`src/rtl/form_variable_extractor_assert.svh`:
```
// Assertion macros for the form variable extractor.
`ifndef FORM_VARIABLE_EXTRACTOR_ASSERT_SVH
`define FORM_VARIABLE_EXTRACTOR_ASSERT_SVH

`ifndef SYNTHESIS
`define FVE_ASSERT_SAME(label, ante, cons) \
    label: assert property (@(posedge i_clk) disable iff (!i_rst_n) (ante) |-> (cons)) \
        else $error("form_variable_extractor: check failed");
`define FVE_ASSERT_NEXT(label, ante, cons) \
    label: assert property (@(posedge i_clk) disable iff (!i_rst_n) (ante) |=> (cons)) \
        else $error("form_variable_extractor: check failed");
`else
`define FVE_ASSERT_SAME(label, ante, cons)
`define FVE_ASSERT_NEXT(label, ante, cons)
`endif

`endif

```
`src/rtl/fve_pkg.sv`:
```
// Shared types, character constants and helper functions.
package fve_pkg;

    localparam logic [7:0] CH_NUL  = 8'h00;
    localparam logic [7:0] CH_PCT  = 8'h25;
    localparam logic [7:0] CH_AMP  = 8'h26;
    localparam logic [7:0] CH_EQ   = 8'h3D;
    localparam logic [7:0] CH_DASH = 8'h2D;
    localparam logic [7:0] CH_LF   = 8'h0A;
    localparam logic [7:0] CH_A    = 8'h61;

    localparam logic [2:0] PATTERN_LEN = 3'd7;
    localparam int         QUEUE_DEPTH = 4;

    typedef struct packed {
        logic        is_end;
        logic        is_amp;
        logic        is_pct;
        logic        is_eq;
        logic [3:0]  hex;
        logic [7:0]  data;
        logic        found;
        logic [11:0] pos;
    } t_cmd;

    function automatic logic [7:0] pattern_char(input logic [2:0] idx);
        logic [7:0] ch;
        case (idx)
            3'd0:    ch = 8'h61;
            3'd1:    ch = 8'h63;
            3'd2:    ch = 8'h74;
            3'd3:    ch = 8'h69;
            3'd4:    ch = 8'h6F;
            3'd5:    ch = 8'h6E;
            default: ch = CH_EQ;
        endcase
        return ch;
    endfunction

    function automatic logic [3:0] hex_value(input logic [7:0] c);
        logic [7:0] v;
        v = 8'd0;
        if (c >= 8'h30 && c <= 8'h39) begin
            v = c - 8'h30;
        end else if (c >= 8'h61 && c <= 8'h66) begin
            v = c - 8'h57;
        end else if (c >= 8'h41 && c <= 8'h46) begin
            v = c - 8'h37;
        end
        return v[3:0];
    endfunction

endpackage

```
`src/rtl/fve_queue.sv`:
```
// Small FIFO of classified words between the front and back parts.
module fve_queue (
    input  logic          i_clk,
    input  logic          i_rst_n,
    input  logic          i_wr,
    input  fve_pkg::t_cmd i_wdata,
    output logic          o_full,
    input  logic          i_rd,
    output fve_pkg::t_cmd o_rdata,
    output logic          o_empty
);
    import fve_pkg::*;

    localparam int AW = $clog2(QUEUE_DEPTH);

    t_cmd                r_mem [QUEUE_DEPTH];
    logic [AW-1:0]       r_wr_ptr;
    logic [AW-1:0]       r_rd_ptr;
    logic [AW:0]         r_count;
    logic [AW-1:0]       n_wr_ptr;
    logic [AW-1:0]       n_rd_ptr;
    logic [AW:0]         n_count;
    logic                wr_en;
    logic                rd_en;

    assign o_full  = (r_count == (AW+1)'(QUEUE_DEPTH));
    assign o_empty = (r_count == '0);
    assign wr_en   = i_wr && !o_full;
    assign rd_en   = i_rd && !o_empty;
    assign o_rdata = r_mem[r_rd_ptr];

    always_comb begin
        n_wr_ptr = r_wr_ptr;
        n_rd_ptr = r_rd_ptr;
        n_count  = r_count;
        if (wr_en) begin
            n_wr_ptr = r_wr_ptr + 1'b1;
        end
        if (rd_en) begin
            n_rd_ptr = r_rd_ptr + 1'b1;
        end
        if (wr_en && !rd_en) begin
            n_count = r_count + 1'b1;
        end else if (rd_en && !wr_en) begin
            n_count = r_count - 1'b1;
        end
    end

    always_ff @(posedge i_clk) begin
        if (!i_rst_n) begin
            r_wr_ptr <= '0;
            r_rd_ptr <= '0;
            r_count  <= '0;
        end else begin
            r_wr_ptr <= n_wr_ptr;
            r_rd_ptr <= n_rd_ptr;
            r_count  <= n_count;
        end
    end

    always_ff @(posedge i_clk) begin
        if (wr_en) begin
            r_mem[r_wr_ptr] <= i_wdata;
        end
    end

`include "form_variable_extractor_assert.svh"
    `FVE_ASSERT_SAME(a_count_bound, 1'b1, r_count <= (AW+1)'(QUEUE_DEPTH))

endmodule

```
`src/rtl/fve_front.sv`:
```
// Front part: tracks position, searches for action= and classifies each byte.
module fve_front #(
    parameter int SCAN_LIMIT = 2048
) (
    input  logic          i_clk,
    input  logic          i_rst_n,
    input  logic          i_accept,
    input  logic [7:0]    i_byte,
    output logic          o_wr,
    output fve_pkg::t_cmd o_cmd
);
    import fve_pkg::*;

    localparam int PW = $clog2(SCAN_LIMIT + 1);
    localparam logic [PW-1:0] LIMIT = PW'(SCAN_LIMIT);

    logic          r_found;
    logic [2:0]    r_match_count;
    logic [PW-1:0] r_pos;
    logic [PW-1:0] r_match_start;
    logic          n_found;
    logic [2:0]    n_match_count;
    logic [PW-1:0] n_pos;
    logic [PW-1:0] n_match_start;
    logic          is_end;
    logic          hit;

    assign is_end = (i_byte == CH_NUL);
    assign hit    = (r_match_count < PATTERN_LEN) && (i_byte == pattern_char(r_match_count));

    always_comb begin
        n_found       = r_found;
        n_match_count = r_match_count;
        n_pos         = r_pos;
        n_match_start = r_match_start;
        if (i_accept) begin
            if (r_pos < LIMIT) begin
                n_pos = r_pos + 1'b1;
            end
            if (is_end) begin
                n_found       = 1'b0;
                n_match_count = '0;
                n_pos         = '0;
                n_match_start = '0;
            end else if (!r_found) begin
                if (hit) begin
                    if (r_match_count == 3'd0) begin
                        n_match_start = r_pos;
                    end
                    n_match_count = r_match_count + 1'b1;
                end else if (i_byte == CH_A) begin
                    n_match_start = r_pos;
                    n_match_count = 3'd1;
                end else begin
                    n_match_count = '0;
                end
                if (n_match_count == PATTERN_LEN) begin
                    n_match_count = '0;
                    if (n_match_start < LIMIT) begin
                        n_found = 1'b1;
                    end
                end
            end
        end
    end

    always_ff @(posedge i_clk) begin
        if (!i_rst_n) begin
            r_found       <= 1'b0;
            r_match_count <= '0;
            r_pos         <= '0;
            r_match_start <= '0;
        end else begin
            r_found       <= n_found;
            r_match_count <= n_match_count;
            r_pos         <= n_pos;
            r_match_start <= n_match_start;
        end
    end

    // bytes seen before the match produce nothing and are not queued
    assign o_wr = i_accept && (is_end || r_found);

    always_comb begin
        o_cmd.is_end = is_end;
        o_cmd.is_amp = (i_byte == CH_AMP);
        o_cmd.is_pct = (i_byte == CH_PCT);
        o_cmd.is_eq  = (i_byte == CH_EQ);
        o_cmd.hex    = hex_value(i_byte);
        o_cmd.data   = i_byte;
        o_cmd.found  = r_found;
        o_cmd.pos    = r_found ? 12'(r_match_start) : 12'(SCAN_LIMIT);
    end

`include "form_variable_extractor_assert.svh"
    `FVE_ASSERT_SAME(a_found_no_partial, r_found, r_match_count == 3'd0)
    `FVE_ASSERT_SAME(a_pos_saturates, 1'b1, r_pos <= LIMIT)

endmodule

```
`src/rtl/fve_back.sv`:
```
// Back part: key/value/escape decoding and the output register.
module fve_back (
    input  logic          i_clk,
    input  logic          i_rst_n,
    input  fve_pkg::t_cmd i_cmd,
    input  logic          i_cmd_valid,
    output logic          o_cmd_rd,
    input  logic          i_pop,
    output logic          o_empty,
    output logic [7:0]    o_out_byte,
    output logic          o_byte_valid,
    output logic          o_last,
    output logic          o_found,
    output logic [11:0]   o_match_position
);
    import fve_pkg::*;

    localparam logic [1:0] MODE_VALUE = 2'd0;
    localparam logic [1:0] MODE_KEY   = 2'd1;
    localparam logic [1:0] MODE_PCT1  = 2'd2;
    localparam logic [1:0] MODE_PCT2  = 2'd3;

    logic [1:0]  r_mode;
    logic [3:0]  r_high;
    logic        r_out_valid;
    logic [7:0]  r_byte;
    logic        r_bvalid;
    logic        r_last;
    logic        r_found;
    logic [11:0] r_pos;
    logic [1:0]  n_mode;
    logic [3:0]  n_high;
    logic        n_out_valid;
    logic        emit;
    logic [7:0]  emit_byte;
    logic        emit_bvalid;
    logic        ready;
    logic        take;

    assign ready    = !r_out_valid || i_pop;
    assign take     = i_cmd_valid && ready;
    assign o_cmd_rd = take;

    always_comb begin
        n_mode      = r_mode;
        n_high      = r_high;
        emit        = 1'b0;
        emit_byte   = i_cmd.data;
        emit_bvalid = 1'b1;
        if (i_cmd.is_end) begin
            emit        = 1'b1;
            emit_byte   = i_cmd.found ? CH_LF : CH_NUL;
            emit_bvalid = i_cmd.found;
            n_mode      = MODE_VALUE;
            n_high      = '0;
        end else begin
            case (r_mode)
                MODE_KEY: begin
                    if (i_cmd.is_eq) begin
                        n_mode = MODE_VALUE;
                    end
                end
                MODE_VALUE: begin
                    if (i_cmd.is_amp) begin
                        n_mode    = MODE_KEY;
                        emit      = 1'b1;
                        emit_byte = CH_DASH;
                    end else if (i_cmd.is_pct) begin
                        n_mode = MODE_PCT1;
                    end else begin
                        emit = 1'b1;
                    end
                end
                MODE_PCT1: begin
                    n_high = i_cmd.hex;
                    n_mode = MODE_PCT2;
                end
                MODE_PCT2: begin
                    n_mode    = MODE_VALUE;
                    emit      = 1'b1;
                    emit_byte = {r_high, i_cmd.hex};
                end
                default: begin
                    n_mode = MODE_VALUE;
                end
            endcase
        end
        if (!take) begin
            n_mode = r_mode;
            n_high = r_high;
        end
    end

    always_comb begin
        n_out_valid = r_out_valid;
        if (take) begin
            n_out_valid = emit;
        end else if (i_pop) begin
            n_out_valid = 1'b0;
        end
    end

    always_ff @(posedge i_clk) begin
        if (!i_rst_n) begin
            r_mode      <= MODE_VALUE;
            r_high      <= '0;
            r_out_valid <= 1'b0;
        end else begin
            r_mode      <= n_mode;
            r_high      <= n_high;
            r_out_valid <= n_out_valid;
        end
    end

    always_ff @(posedge i_clk) begin
        if (take && emit) begin
            r_byte   <= emit_byte;
            r_bvalid <= emit_bvalid;
            r_last   <= i_cmd.is_end;
            r_found  <= i_cmd.found;
            r_pos    <= i_cmd.pos;
        end
    end

    assign o_empty          = !r_out_valid;
    assign o_out_byte       = r_byte;
    assign o_byte_valid     = r_bvalid;
    assign o_last           = r_last;
    assign o_found          = r_found;
    assign o_match_position = r_pos;

`include "form_variable_extractor_assert.svh"
    `FVE_ASSERT_NEXT(a_pct1_to_pct2, take && !i_cmd.is_end && r_mode == MODE_PCT1,
        r_mode == MODE_PCT2)
    `FVE_ASSERT_SAME(a_end_valid_found, r_out_valid && r_last, r_bvalid == r_found)

endmodule

```
`src/rtl/form_variable_extractor.sv`:
```
// Top level of the form variable extractor.
//
// Input channel: present a request byte on i_in_byte and raise push; the
// byte is taken at an edge where push is high and full is low. A zero
// byte ends the message. Result channel: while empty is low the oldest
// result sits on the o_* payload ports; it is taken at an edge where pop
// is high. Results are decoded value bytes, '-' for each '&' that ends a
// value, and one final word with o_last set for the zero byte, carrying
// o_found and o_match_position.
// Throughput: one byte per cycle while full is low. A byte that yields a
// result passes the front classifier, the four-word queue and the back
// decoder with its output register on its way to the result ports. Bytes
// before the match produce nothing.
// When pop is held low the output register and the queue fill; full then
// rises and input stalls until words are drained.
// Reset (synchronous, active low) empties the queue and output register
// and returns the parser to its search state at position zero.
module form_variable_extractor #(
    parameter int SCAN_LIMIT = 2048
) (
    input  logic        i_clk,
    input  logic        i_rst_n,
    input  logic        push,
    output logic        full,
    input  logic [7:0]  i_in_byte,
    output logic        empty,
    input  logic        pop,
    output logic [7:0]  o_out_byte,
    output logic        o_byte_valid,
    output logic        o_last,
    output logic        o_found,
    output logic [11:0] o_match_position
);
    import fve_pkg::*;

    logic accept;
    logic q_wr;
    logic q_full;
    logic q_empty;
    logic q_rd;
    t_cmd q_wdata;
    t_cmd q_rdata;

    assign full   = q_full;
    assign accept = push && !q_full;

    fve_front #(
        .SCAN_LIMIT (SCAN_LIMIT)
    ) u_front (
        .i_clk    (i_clk),
        .i_rst_n  (i_rst_n),
        .i_accept (accept),
        .i_byte   (i_in_byte),
        .o_wr     (q_wr),
        .o_cmd    (q_wdata)
    );

    fve_queue u_queue (
        .i_clk   (i_clk),
        .i_rst_n (i_rst_n),
        .i_wr    (q_wr),
        .i_wdata (q_wdata),
        .o_full  (q_full),
        .i_rd    (q_rd),
        .o_rdata (q_rdata),
        .o_empty (q_empty)
    );

    fve_back u_back (
        .i_clk            (i_clk),
        .i_rst_n          (i_rst_n),
        .i_cmd            (q_rdata),
        .i_cmd_valid      (!q_empty),
        .o_cmd_rd         (q_rd),
        .i_pop            (pop),
        .o_empty          (empty),
        .o_out_byte       (o_out_byte),
        .o_byte_valid     (o_byte_valid),
        .o_last           (o_last),
        .o_found          (o_found),
        .o_match_position (o_match_position)
    );

endmodule
```
`config.mk`:
```
export PLATFORM = sky130hd
export DESIGN_NAME = form_variable_extractor
export DESIGN_NICKNAME = d
export VERILOG_FILES = /design/src/rtl/fve_pkg.sv /design/src/rtl/fve_queue.sv /design/src/rtl/fve_front.sv /design/src/rtl/fve_back.sv /design/src/rtl/form_variable_extractor.sv
export VERILOG_INCLUDE_DIRS = /design/src /design/src/rtl
export SDC_FILE = /design/constraint.sdc
export NUM_CORES = 1
export LEC_CHECK = 0
export ABC_CLOCK_PERIOD_IN_PS = 3100
export BUFFER_PORTS_ARGS = -buffer_cell sky130_fd_sc_hd__buf_2
export CAP_MARGIN = 10
export CORE_AREA = 2 2 152 154
export CTS_CLUSTER_SIZE = 12
export DETAILED_ROUTE_END_ITERATION = 16
export DIE_AREA = 0 0 154 156
export GPL_TIMING_DRIVEN = 0
export PLACE_DENSITY = 0.48
export SKIP_CTS_REPAIR_TIMING = 1
export SYNTH_ARGS = -nofsm -noshare
export SYNTH_HDL_FRONTEND = slang
export SYNTH_SLANG_ARGS = --single-unit
```
`constraint.sdc`:
```
create_clock -name i_clk -period 3.1 [get_ports i_clk]
set_input_delay 0 -clock i_clk [delete_from_list [all_inputs] [get_ports i_clk]]
set_output_delay 0 -clock i_clk [all_outputs]
set_load 0.02 [all_outputs]
```
==> results of run 1 <==
-- cells by family after synthesis --
logic type                 after synthesis
DFF                                    183
buffers and inverters                   42
adders and majority gates               21
and+or+nand+nor                        134
AOI/OAI and AO/OA                       80
xor gates and xnor gates                15
muxes                                   38
-- power by group --
group	switching, mW	internal (mW)	leakage (nW)	total (mW)
Sequential	0.0759	2.91	1.72	2.99
Clock	0.924	1.31	0.298	2.23
Combinational	0.936	0.571	1.13	1.51
-- cell usage in the layout (no fill, tap or decap), drive strengths merged, types with 6 or more instances in the layout --
| cell type | count |
|---|---|
| a22oi | 7 |
| nand3 | 7 |
| ha | 20 |
| inv | 27 |
| nor3 | 10 |
| nand2b | 7 |
| nand2 | 25 |
| a21oi | 16 |
| o21ai | 16 |
| mux2i | 8 |
| nand4 | 6 |
| mux4 | 29 |
| dfxtp | 44 |
| dlygate4sd3 | 10 |
| a22o | 13 |
| buf | 48 |
| clkbuf | 32 |
| and2 | 23 |
| nor2b | 15 |
| nor2 | 24 |
| edfxtp | 139 |
| xnor2 | 6 |
| xor2 | 9 |
-- worst max-delay path by stage --
stage                                                  to                             startpoint  cells after the start  slack [ps]
CTS                       u_queue.r_count[2]$_SDFFE_PN0P_        u_queue.r_count[0]$_SDFFE_PN0P_                     10          20
global route        u_front.r_match_start[4]$_SDFFE_PN0P_  u_front.r_match_count[0]$_SDFFE_PN0P_                      9          10
floorplan                 u_queue.r_count[2]$_SDFFE_PN0P_        u_queue.r_count[0]$_SDFFE_PN0P_                     10         410
detailed placement        u_queue.r_count[2]$_SDFFE_PN0P_                           i_in_byte[7]                     11          10
global placement            u_queue.r_mem[1][2]$_DFFE_PP_                           i_in_byte[7]                      6        -380
finish              u_front.r_match_start[0]$_SDFFE_PN0P_  u_front.r_match_count[0]$_SDFFE_PN0P_                      9         210
-- Yosys cell counts, types with 7 or more instances --
| library cell | n |
|---|---|
| dfxtp_1 | 44 |
| nor2_1 | 23 |
| nand2_1 | 25 |
| a22oi_1 | 7 |
| o21ai_0 | 15 |
| a22o_1 | 13 |
| xor2_1 | 9 |
| and2_1 | 23 |
| nor3_1 | 10 |
| mux2i_1 | 8 |
| nor2b_1 | 15 |
| nand2b_1 | 7 |
| nand3_1 | 7 |
| mux4_2 | 29 |
| edfxtp_1 | 139 |
| a21oi_1 | 15 |
| inv_1 | 22 |
| ha_1 | 20 |
| clkbuf_1 | 12 |
-- critical path, cell delays in order, from the launching register on --
cell and delay [ps]:
dfxtp_1 500, inv_1 160, ha_1 320, or4_1 420
a21oi_1 140, a211oi_1 100, a211oi_4 480, mux2i_1 290
buf_2 260, a22o_1 170
-- through the flow --
step	cell area [sq um]	std cells	TNS (ps)
global route	9060	881	0
detailed placement	8330	839	0
finish	9060	881	0
global placement	8230	834	-42500
floorplan	7690	513	0
CTS	8940	871	0
-- state kept, by name, indices dropped and copies added, names as in the netlist, 3 cells and up, named ones only --
register	flops
u_queue.r_count	3
u_queue.r_mem	116
u_back.o_out_byte	8
u_front.r_match_start	12
u_back.r_high	4
u_front.r_pos	12
u_front.r_match_count	3
u_back.o_match_position	12
-- per-layer routing --
layer | up-vias | part of all wire [%] | global-route usage, %
li1 | 2101 | - | -
met1 | 2235 | 46 | 18.8
met2 | 112 | 47 | 22.0
met3 | 18 | 4.9 | 3.75
met4 | 0 | 2.1 | 5.34
met5 | - | 0 | 0
-- final cells by class --
type,instances,area (sq um)
fillers,2020,13300
flip-flops and latches,183,5050
multi-input cells,288,2480
clock buffers,20,447
repair buffers,51,375
well taps,285,357
clock inverters,12,166
plain buffers,19,87.6
inverters,23,87.6
==> reports/summary.md, run 1 <==
In the synthesized netlist the dominant register cell turns out to be edfxtp_1. The detailed placement HPWL is 11.0 mm. Clock-pin slew was measured on the worst setup and hold paths at 70 ps. The number of global-route vias before repair is 4,494, and the per-cell via count in the routed design is 5.07. The first global-routing pass estimated 25.3 mm of wire. The reg-to-reg setup timing slack is 210 ps, and the mean instance size in the synthesized netlist is 15.0 sq um. Post-route antenna net violation count: 0.

The worst-case setup margin in the final layout was 206 ps. The critical path is of the reg2reg type. Headroom to the max-slew limit came out at 49.4%.

The run gives 0 as the number of max-slew violations in the final report. The floorplan die width was 154 microns; the share of the synthesized netlist area taken by xor and xnor gates was 1.71%. The longest clock path from root to sink contains 2 buffers.

For the maximum vdd drop, the log shows 314 uV. The first detailed-routing pass ran for 5 iterations. Buffers inserted during clock tree synthesis total 17.

In this run the clock root is driven by a clkbuf_16. At the pin with the least slew margin, the transition time is 749 ps. At the end of the flow, the number of nets in the layout was 616.

Compared with the post-synthesis result, the final layout area differs by 17.8%. The routed design has 16.0 mm of wire. Global routing consumed, over all layers together, 14.1% of the routing resources.

The worst register-to-register path begins at u_front.r_match_count[0]$_SDFFE_PN0P_. CTS built an H-tree with a depth of 4. For this design, the sink count on the clock tree is 183. The die area came out at 24,000 sq um. The number of nets in the synthesized netlist is 546.

Cells fill 40.5% of the core in the end. The tools report the fmax as 0.345 GHz. The final period demand of the worst path is 2890 ps. The starting density of the core is 34.4%.

Timing analysis after detailed placement gives a worst setup slack of 11.5 ps. STA classifies the critical path endpoint as a flop. The kind of start point of the critical path is a flop. After detailed routing, the number of remaining DRC violations is 0. After synthesis, the netlist uses 56 different library cells. The routed wirelength normalized by instance count is 18.2 microns. The later pin in the worst-skew pair is clocked with a latency of 430 ps. The largest area contributor in the netlist is edfxtp_1.

The number of antenna violations at the first check in global routing is 1. The share of synthesized area in the top cell type comes to 54.3%. The fraction of final layout cells with drive strength greater than 1 was 20.6%; the final estimated routing congestion in global placement was 0.767. The floorplan has 55 rows. The tightest min-delay check is of the in2reg type.

The die is 156 microns tall. The data arrival time of the worst path is 3260 ps, and the largest fanout of any net on the critical path is 10. Counting flops with a built-in enable in the synthesized netlist gives 139.

Across the run, the number of max-cap violations was 0. The number of hold violations in the final report was 0; the cell area power density was 742 nW/um^2. Across all hold checks on the routed design, the worst slack comes to 107 ps.

TritonCTS built the clock tree. The residual overflow from global routing was 0; the depth of the most critical reg-to-reg path was 9. By area the synthesized netlist is led by edfxtp_1 (54%), dfxtp_1 (11%), mux4_2 (8.5%). The floorplan step defined a core boundary enclosing 22,400 sq um. The Yosys step of the flow raised 0 warnings. In the synthesized netlist, mux cells make up 9.68% of the area.

The boundary pin count is 37. For this block, the initial DRC count from the detailed router was 296. Synthesis produced 513 cells.

The endpoint identified for the worst register-to-register timing path is u_front.r_match_start[0]$_SDFFE_PN0P_. The synthesized netlist devotes 3.51% of its cell area to adder and majority cells. Setup repair after global routing left no endpoint under its margin. Proportion of synthesized flip-flops having asynchronous set or reset: 0%.

Summing the sequential cell areas from Yosys gives 65.7% of the chip area. The flow ran to the end, and the final reports show no timing, DRC or antenna violations. The tools report the worst hold endpoint as u_queue.r_mem[1][22]$_DFFE_PP_. The mapped netlist covers 7690 sq um. The instance count along the most critical hold path is 2, and the number of antenna cells inserted is 0.

The run gives 6.72 mW as the overall power. Launch point of the worst hold path: i_in_byte[1]. For the data required time of the critical path, the log shows 3470 ps. In the finished design, the share of the clock period the worst path needs comes to 93.4%.

The logs give 12.6 ps for the largest clock skew in the final design and 0 for the setup violation total in the final timing report. Summing the areas of all compound-gate instances in the mapped netlist gives 7.61% of the synthesized area. The number of storage elements in the synthesis netlist came out at 183. Simple-gate share of the synthesized area: 9.50%. Largest family of logic cells by synthesized area: multiplexers. During placement, the flow inserted port buffers numbering 36. For this design the static power due to leakage is 3.15 nW.

The detailed router placed 4,466 vias in this run. Entering global routing, the biggest net connects 23 pins.
No activity file was read; power rests on OpenSTA's default activity.
==> run 2, diff against run 1 <==
--- a/constraint.sdc
+++ b/constraint.sdc
@@ -3,2 +3,2 @@
 set_output_delay 0 -clock i_clk [all_outputs]
-set_load 0.02 [all_outputs]
+set_load 0.1 [all_outputs]
==> reports/summary.md, run 2 (synthesized netlist as in run 1, its figures left out) <==
The routed wirelength normalized by instance count was 17.8 microns; the final period demand of the worst path was 2800 ps. The library cell used most frequently in the layout, excluding fill and tap cells, is edfxtp_1. Data on the critical path arrives at its endpoint at 3170 ps.

Once placement finished, the instance area stood at 8260 sq um. In this run the most critical hold path is launched from i_in_byte[1]. For the total number of H-tree levels, the log shows 4. The portion of the clock cycle consumed by the worst path in the final layout is 90.4%, and the first-pass GRT wire length is 24.5 mm. Setup repair after global routing left no endpoint under its margin. The tools report the number of antenna violations at the first check in global routing as 0.

The number of hold violations in the final report was 0; the floorplan die width was 154 microns. The run gives 0 as the residual overflow from global routing. Detailed placement ended at an HPWL of 10.4 mm. Setup violations remaining at the end of the flow were counted as 0.

The cell area power density is 846 nW/um^2, and the DRC violation total after the first TritonRoute iteration is 290. For the cell area after layout, the log shows 8970 sq um. During I/O placement, the number of pins put on the boundary was 37. The count of input and output buffers was 36. Clock latency on the worst-skew pair, taken at its later pin, is 430 ps.

u_queue.r_mem holds more flip-flops than any other register. The kind of end point of the critical path is a flop. The library cell used as clock root buffer is clkbuf_16. Once detail routing completed, the nets flagged for antenna violations numbered 0. The logs give 7.59 mW for the overall power and 879 for the final cell count without fillers. Once the floorplan was initialized, standard cells occupied 34.4% of the core.

The run finished with clean final reports. The min-delay analysis places its worst path in the category in2reg. Flip-flop count of the largest register after layout: 116.

The count of nets after finishing is 615, and the total global-route track usage is 13.6%. The tools report the number of clock buffers inserted by TritonCTS as 17. The number of cells on the worst reg-to-reg path is 9. TritonCTS built the clock tree. The fmax is 0.357 GHz. The critical path is of the reg2reg type.

The number of max-slew violations in the final report was 0; the relative max-transition margin was 41.4%. In this run, placement finished with an instance count of 835. Once routing completed, OpenROAD measured the worst setup slack at 297 ps. The detailed-routing iteration count for the pre-antenna-repair pass is 4. The most critical setup path has its endpoint at u_front.r_match_start[0]$_SDFFE_PN0P_. At the pin with the least slew margin, the transition time is 880 ps. From synthesis to final layout, the design area changed by 16.6%. The detailed router placed 4,416 vias in this run. For the worst setup path, the data required time is 3470 ps. Origin of the worst setup path: u_front.r_match_count[0]$_SDFFE_PN0P_. For the final database, setup skew stands at 15.3 ps.

The number of global-route vias before repair is 4,363. The analysis attributes to cell leakage a power of 3.11 nW. The routed design has 15.6 mm of wire. The final estimated routing congestion in global placement came out at 0.761. The run gives 300 ps as the reg-to-reg setup timing slack.

Across the VDD grid, the largest voltage drop is 402 uV. The clock-pin slew reported for the worst setup and hold paths after clock tree synthesis was 70 ps. In this run the vertical extent of the chip is 156 microns. The run gives 0 as the DRC violations left. The worst setup path is launched from a flop.

At the placement stage, the worst setup path has a slack of 48.2 ps. Entering global routing, the biggest net connects 30 pins. The endpoint identified for the worst register-to-register timing path is u_front.r_match_start[0]$_SDFFE_PN0P_.

For the placement row count, the log shows 55. The longest clock path from root to sink contains 2 buffers. Max-cap violations in this run came to 0. The library cells used most frequently in the layout, excluding fill and tap cells, are edfxtp_1 (139), dfxtp_1 (44), buf_2 (42). The post-route netlist has 20.2% of its cells at a drive strength greater than 1. The core footprint is 22,400 sq um, and the die area is 24,000 sq um. Startpoint of the lowest-slack register-to-register path: u_front.r_match_count[0]$_SDFFE_PN0P_. 0 antenna diodes ended up in the layout. The per-cell via count in the routed design is 5.02. The setup TNS was 0 ps; the largest fanout of any net on the critical path was 10. The tools report the number of sinks on the clock net as 183.
==> run 2: cell count changes in the layout (fill, tap and decap cells not counted), sizes merged <==
cell / before / now
buf: 48 / 47
bufinv: 3 / 2
clkbuf: 32 / 30
clkinv: 4 / 8
inv: 27 / 25
==> run 2: stage by stage <==
step                hold WS, ps  utilization (%)
CTS                        -105             39.5
global route                111             40.1
floorplan                  98.9                -
global placement            338             36.8
detailed placement          358             36.9
finish                     91.4             40.1
==> run 2: final cells by class <==
cell class / count / area [sq um]
Sequential cell: 183 / 5050
Timing Repair Buffer: 50 / 318
Buffer: 19 / 87.6
Inverter: 23 / 87.6
Clock buffer: 18 / 429
Fill cell: 2046 / 13400
Multi-Input combinational cell: 288 / 2490
Tap cell: 285 / 357
Clock inverter: 13 / 148
==> run 2: worst min-delay path by stage <==
stage / endpoint / slack, ps / cells after the start
global route: u_queue.r_mem[2][22]$_DFFE_PP_ / 110 / 2
finish: u_queue.r_mem[3][22]$_DFFE_PP_ / 90 / 2
floorplan: u_queue.r_mem[0][13]$_DFFE_PP_ / 100 / 0
global placement: u_queue.r_mem[2][14]$_DFFE_PP_ / 340 / 1
CTS: u_back.r_out_valid$_SDFFE_PN0P_ / -110 / 3
detailed placement: u_back.r_out_valid$_SDFFE_PN0P_ / 360 / 3
==> run 2: power by group <==
part / internal [mW] / switching [mW]
Clock: 1.19 / 0.920
Combinational: 0.572 / 1.91
Sequential: 2.91 / 0.0801
Total: 4.68 / 2.91
==> run 2: critical path: stages (launching register included) <==
cell      delay (ps)
dfxtp_1          450
inv_1            140
ha_1             290
nor3_1           370
o31a_1           210
o211ai_1         140
a211oi_4         400
mux2i_1          300
buf_2            270
a22o_1           170
==> run 2: per-layer routing <==
layer  global-route usage (%)  share of wire (%)  up-vias
met4                     5.47                1.4        0
li1                         -                  -     2101
met1                     18.1                 48     2224
met5                        0                  0        -
met2                     22.0                 47       79
met3                     2.64                3.1       12
